File: src/sv/assert_macros.svh
// Assertion helpers for the sorted table unit.
// Each macro expands to a clocked concurrent assertion with a reset guard,
// or to nothing when SYNTH is defined.
`ifndef ASSERT_MACROS_SVH
`define ASSERT_MACROS_SVH

`ifndef SYNTH

`define ASSERT_CLK(name, clk, rst, prop, msg) \
   name: assert property (@(posedge clk) disable iff (rst) (prop)) else $error(msg);

`define ASSERT_NEVER(name, clk, rst, expr, msg) \
   name: assert property (@(posedge clk) disable iff (rst) !(expr)) else $error(msg);

`else

`define ASSERT_CLK(name, clk, rst, prop, msg)

`define ASSERT_NEVER(name, clk, rst, expr, msg)

`endif

`endif

File: src/sv/stid_pkg.sv
`default_nettype none
// ----------------------------------------------------------------------------
// stid_pkg
// Shared widths, codes and the cell command bundle of the sorted table unit.
// ----------------------------------------------------------------------------
package stid_pkg;

   localparam int VALUE_W       = 32;
   localparam int MODE_W        = 2;
   localparam int INDEX_W       = 6;
   localparam int STATUS_W      = 2;
   localparam int POS_W         = 6;
   localparam int COUNT_W       = 7;
   localparam int DEPTH_DEFAULT = 64;

   typedef enum logic [MODE_W-1:0] {
      MODE_INSERT = 2'd0,
      MODE_DELETE = 2'd1,
      MODE_READ   = 2'd2,
      MODE_NOP    = 2'd3
   } mode_type;

   typedef enum logic [STATUS_W-1:0] {
      ST_OK        = 2'd0,
      ST_NOT_FOUND = 2'd1,
      ST_FULL      = 2'd2,
      ST_RANGE     = 2'd3
   } status_type;

   // broadcast to every cell of the chain
   typedef struct packed {
      logic                      cmp_en;      // latch compare flags
      logic                      ins_en;      // shift up and insert
      logic                      del_en;      // shift down over the match
      logic signed [VALUE_W-1:0] cmp_value;   // value seen at accept
      logic signed [VALUE_W-1:0] apply_value; // value held for the update
   } cell_cmd_type;

endpackage
`default_nettype wire

File: src/sv/stid_cell.sv
`default_nettype none
// ----------------------------------------------------------------------------
// stid_cell
// One slot of the ordered table: holds an entry, compares it against the
// broadcast value and shifts to or from its neighbors on insert or delete.
// ----------------------------------------------------------------------------
module stid_cell
   import stid_pkg::*;
#(
   parameter int DEPTH = DEPTH_DEFAULT,
   parameter int IDX   = 0,
   localparam int CNT_W = $clog2(DEPTH + 1),
   localparam int CMP_W = (CNT_W > INDEX_W) ? CNT_W : INDEX_W
) (
   input  wire logic                      clock,
   input  wire cell_cmd_type              cmd,
   input  wire logic [CNT_W-1:0]          count,
   input  wire logic [INDEX_W-1:0]        index,
   input  wire logic signed [VALUE_W-1:0] left_entry,
   input  wire logic                      left_gt,
   input  wire logic signed [VALUE_W-1:0] right_entry,
   output logic signed [VALUE_W-1:0]      entry,
   output logic                           gt,
   output logic                           ge,
   output logic                           eq,
   output logic                           hit
);

   logic signed [VALUE_W-1:0] entry_ff, entry_in;
   logic                      gt_ff, ge_ff, eq_ff, hit_ff;
   logic                      valid;

   assign valid = CNT_W'(IDX) < count;

   always_comb begin
      entry_in = entry_ff;
      if (cmd.ins_en) begin
         if (left_gt) begin
            entry_in = left_entry;
         end else if (gt_ff) begin
            entry_in = cmd.apply_value;
         end
      end else if (cmd.del_en && ge_ff) begin
         entry_in = right_entry;
      end
   end

   always_ff @(posedge clock) begin
      entry_ff <= entry_in;
      if (cmd.cmp_en) begin
         // empty slots count as larger so the first one takes a new value
         gt_ff  <= !valid || (cmd.cmp_value < entry_ff);
         ge_ff  <= valid && !(entry_ff < cmd.cmp_value);
         eq_ff  <= valid && (entry_ff == cmd.cmp_value);
         hit_ff <= CMP_W'(IDX) == CMP_W'(index);
      end
   end

   assign entry = entry_ff;
   assign gt    = gt_ff;
   assign ge    = ge_ff;
   assign eq    = eq_ff;
   assign hit   = hit_ff;

endmodule
`default_nettype wire

File: config.mk
export PLATFORM = sky130hd
export DESIGN_NAME = stid_cell
export DESIGN_NICKNAME = d
export VERILOG_FILES = /design/src/sv/assert_macros.svh /design/src/sv/stid_pkg.sv /design/src/sv/stid_cell.sv
export SDC_FILE = /design/constraint.sdc
export NUM_CORES = 1
export LEC_CHECK = 0
export ABC_CLOCK_PERIOD_IN_PS = 3200
export BUFFER_PORTS_ARGS = -buffer_cell sky130_fd_sc_hd__buf_2
export CORE_ASPECT_RATIO = 0.9
export CORE_UTILIZATION = 38
export CTS_BUF_LIST = sky130_fd_sc_hd__clkbuf_8 sky130_fd_sc_hd__clkbuf_16
export CTS_CLUSTER_SIZE = 30
export DETAILED_ROUTE_END_ITERATION = 8
export GPL_ROUTABILITY_DRIVEN = 0
export PLACE_DENSITY = 0.78
export RECOVER_POWER = 25
export SLEW_MARGIN = 20
export SYNTH_ARGS = -nofsm -noshare
export SYNTH_HDL_FRONTEND = slang
export SYNTH_SLANG_ARGS = --single-unit
File: constraint.sdc
create_clock -name clock -period 3.2 [get_ports clock]
set_input_delay 0.64 -clock clock [delete_from_list [all_inputs] [get_ports clock]]
set_output_delay 0.64 -clock clock [all_outputs]
set_load 0.01 [all_outputs]
# Word-level counts from Yosys, hierarchy flattened
# Index checks and enable logic that the tools add are counted.
# word_totals
in_bits	146
output_inout_bits	36
ff_bits	36
word_cells	23
# op_classes
order_cmp	3
reduce_logical	9
n_eq_ne	2
mux	4
# ops
cell	count
32-bit two-way mux	4
32-bit < comparator	2
32-bit equality test	1
1-bit by 7-bit < comparator with 1-bit output, first input constant	1
6-bit logical NOT	1
1-bit logical AND	3
3-bit by 1-bit != test with 1-bit output, second input constant	1
1-bit logical NOT	2
2-bit AND reduction	1
2-bit nonzero test	1
1-bit logical OR	1

# Depth between registers and ports, before layout
# depth
word_depth	3
mapped_depth	8
ltp_nobuf	8

# Worst setup path after synthesis
# Ideal clock, no wire load.
# synth_timing
path_kind	input-to-reg
start	input port left_gt
end	register entry_ff[0], in the netlist entry[0] (enable)
required_ps	2768
arrival_time_ps	2842
setup_ps	432
path_stages	4
setup_slack_ps	-74
cell_sequence	clkbuf_1 buf_2 nor2_1 a21oi_1
# synth_via
elab_chain_cells	2
# synth_lines
element	line	text
from (decl)	stid_cell.sv:20	input wire logic left_gt,
3-bit by 1-bit != test with 1-bit output (no line)	n/a	
2-bit AND reduction (no line)	n/a	
to (signal assigned)	stid_cell.sv:49	entry_ff <= entry_in;
to (decl)	stid_cell.sv:29	logic signed [VALUE_W-1:0] entry_ff, entry_in;
# No other way between the ends.
# A chain may end at the register's enable or synchronous reset.

# Final worst setup path
# layout_timing
start	input port cmd[65] (netlist name)
end	register entry_ff[13], in the netlist entry[13] (enable)
# layout_via
elab_chain_cells	2
elab_cells_between_ends	3
# layout_lines
element	line	text
from (decl)	stid_cell.sv:16	input wire cell_cmd_type cmd,
3-bit by 1-bit != test with 1-bit output (no line) / 2-bit nonzero test (equally long branches)	n/a	
2-bit AND reduction (no line) (*)	n/a	
# Mark *: on every way between the ends. The rest lies on a longest branch, timed or not.

==> summary.txt <==
Post-CTS Setup Inserts: 0
worst-path cell chain: clkbuf_1, a21oi_1, a21oi_1, buf_12
R2R depth: 3
Power Density: 361 mW/mm²
Die Span Y: 80.7 µm
HPWL after DPL: 6130 µm
routed len/inst: 13.5 µm
die footprint: 0.00722 mm²
critical path's largest stage delay: 1.35 ns
clock skew: 0.00289 ns
Post-Syn Area: 0.00262 mm²
total wire length: 7300 µm
Yosys reg bits: 36
post-cts repair resize count: 0
CP max FO: 17
min-delay src: index[1]
final max-slew violation count: 17
CTS buffer count: 5
Final nets: 627
Least-Margin Pin Slew: 1.81 ns
total I/O pin count: 182
grt total ovfl: 0
crit path kind: in2reg
Pleak: 1.92 nW
Worst slew margin: -20.5%
sequential-to-total area share from yosys stat: 41.3%
commonest non-fill, non-tap cell in the layout: buf_2
Clk Latency, worst-skew pair: 0.28 ns
initial drt markers: 59
period utilization: 78.0%
Post-CTS Hold Fix Bufs: 0
ratio of cells with drive above 1 in the final layout: 41.6%
largest net degree at the start of global routing: 65
CTS max path bufs: 2
peak supply drop: 239 µV
status: complete, but fails checks
Post-Layout Cell Count: 540
Final Hold Fails: 0
hold_ws: 0.632 ns
post-synthesis net count: 447
unrepaired setup endpoints after global routing: false
port bufs: 181
crit path launch type: input pin
Fin Setup TNS: 0 ns
Required @ worst endpoint: 3.19 ns
Hold Path Sink: hit$_DFFE_PP_
top cell type's share of synthesized area: 41.3%
initial antenna violation count: 0
Synth Area per Inst: 9.73 µm²
Worst-path clk slew: 0.07 ns
CTS Sinks: 36
CP endpoint kind: register
failing checks: max-capacitance violations, max-slew violations
Final min period: 2.50 ns
via count: 2,590
FF-to-FF Start: gt$_DFFE_PP_
r2r endpoint: entry[13]$_DFFE_PP_
# Max-Cap Violations: 1
CP arrival: 2.49 ns
Root Driver: clkbuf_8
top cells by area, synth: edfxtp_1 (41%), ha_1 (15%), mux2i_1 (12%), a21oi_1 (9.0%), nor2_1 (5.2%)
fmax: 401 MHz
Total GRT Usage: 20.1%
Cell Rows: 28
cell count after synthesis: 269
CTS tree: yes
post-synth top area cell: edfxtp_1
most frequent cells in the layout: buf_2 (173), a21oi_1 (47), nor2_1 (36), edfxtp_1 (36)
global-route wire length before repair: 10,800 µm
diodes inserted: 0
worst hold path cell count: 2
Synth cell types: 29
vias in the first global route: 2,385
area grow syn2layout: 41.3%
final setup fails: 0
slowest cell on the critical path: a21oi_1
Vias per Instance: 4.80
core area: 0.00662 mm²
Initial Utilization: 39.5%
Crit path top cell by count: a21oi_1
Placed Instances: 532
detailed-route DRC error count: 0
drt first pass iters: 4
total power: 0.00134 W
CTS HTree Levels: 2
ANT nets after route: 0
Min-Delay Path Class: in2reg
warnings from Yosys: 0
Die X: 89.5 µm
R2R setup slack: 0.82 ns
## cell families (layout without fill, tap and decap cells)
group	count (synthesis)	after routing	share of synthesized area, %
AO/OA/AOI/OAI	61	61	13.0
adder cells (fa/ha/maj)	32	32	15.3
buffers and inverters	43	224	6.31
flip-flops	36	36	41.3
multiplexers	32	32	12.2
AND/OR/NAND/NOR	65	65	11.9
## layer usage
metal,global-route usage (%),wire length (µm),vias up
met5,0,0,-
met4,6.03,126,0
met3,4.52,356,14
met2,36.2,3740,87
met1,23.8,3080,1157
li1,-,-,1332
## critical path: cells and delay by family
family,cells,cell delay [ns]
AO/OA/AOI/OAI,2,1.42
buffers and inverters,2,0.42
## report_power, final
| part | internal, W | switching (W) |
|---|---|---|
| Combinational | 0.000197 | 0.000211 |
| Sequential | 0.000588 | 0.0000320 |
| Clock | 0.000148 | 0.000159 |
| Total | 0.000932 | 0.000403 |
## sequential cells by signal (all words and copies together), names as in the netlist
| register | flops |
|---|---|
| gt | 1 |
| hit | 1 |
| ge | 1 |
| eq | 1 |
| entry | 32 |
## synthesized netlist by cell type
cell type  instances
inv_1             32
nor3_1             4
nor2_1            36
a21o_1             2
ha_1              32
edfxtp_1          36
and3_1             1
nand3_1            2
nand2_1            7
o41a_1             1
o211ai_2           1
a211oi_1           2
nand4_1            7
mux2i_1           32
or3_1              1
clkbuf_1           8
nand3_2            1
and2_1             1
o21ai_0            4
or4_1              1
a221oi_1           1
nor4_1             2
buf_2              3
a21oi_1           47
nand4_2            1
nor2b_4            1
o211ai_1           1
a31oi_1            1
a21boi_0           1
## area by class of cell
| type | count | area (µm²) |
|---|---|---|
| Clock inverter | 3 | 13.8 |
| Fill cell | 606 | 2920 |
| Multi-Input combinational cell | 190 | 1370 |
| Tap cell | 90 | 113 |
| Inverter | 32 | 120 |
| Timing Repair Buffer | 184 | 931 |
| Clock buffer | 5 | 68.8 |
| Sequential cell | 36 | 1080 |
## stage by stage
stage	setup slack, ns	util (%)	instance area, µm²
3_5_place_dp	0.692	54.9	3640
6_report	0.703	55.8	3700
2_1_floorplan	0.628	-	2620
3_3_place_gp	0.755	54.9	3640
4_1_cts	0.987	56.2	3720
5_1_grt	0.504	55.8	3700
## worst max path at each step
stage	cells after the start	to	from	slack, ns
global route	4	entry[7]$_DFFE_PP_	cmd[65]	0.50
finish	4	entry[13]$_DFFE_PP_	cmd[65]	0.70
global placement	8	gt$_DFFE_PP_	cmd[63]	0.75
floorplan	4	entry[0]$_DFFE_PP_	left_gt	0.63
detailed placement	9	gt$_DFFE_PP_	cmd[53]	0.69
CTS	9	gt$_DFFE_PP_	cmd[53]	0.99
Note: power is estimated with default switching activity, not from simulation.
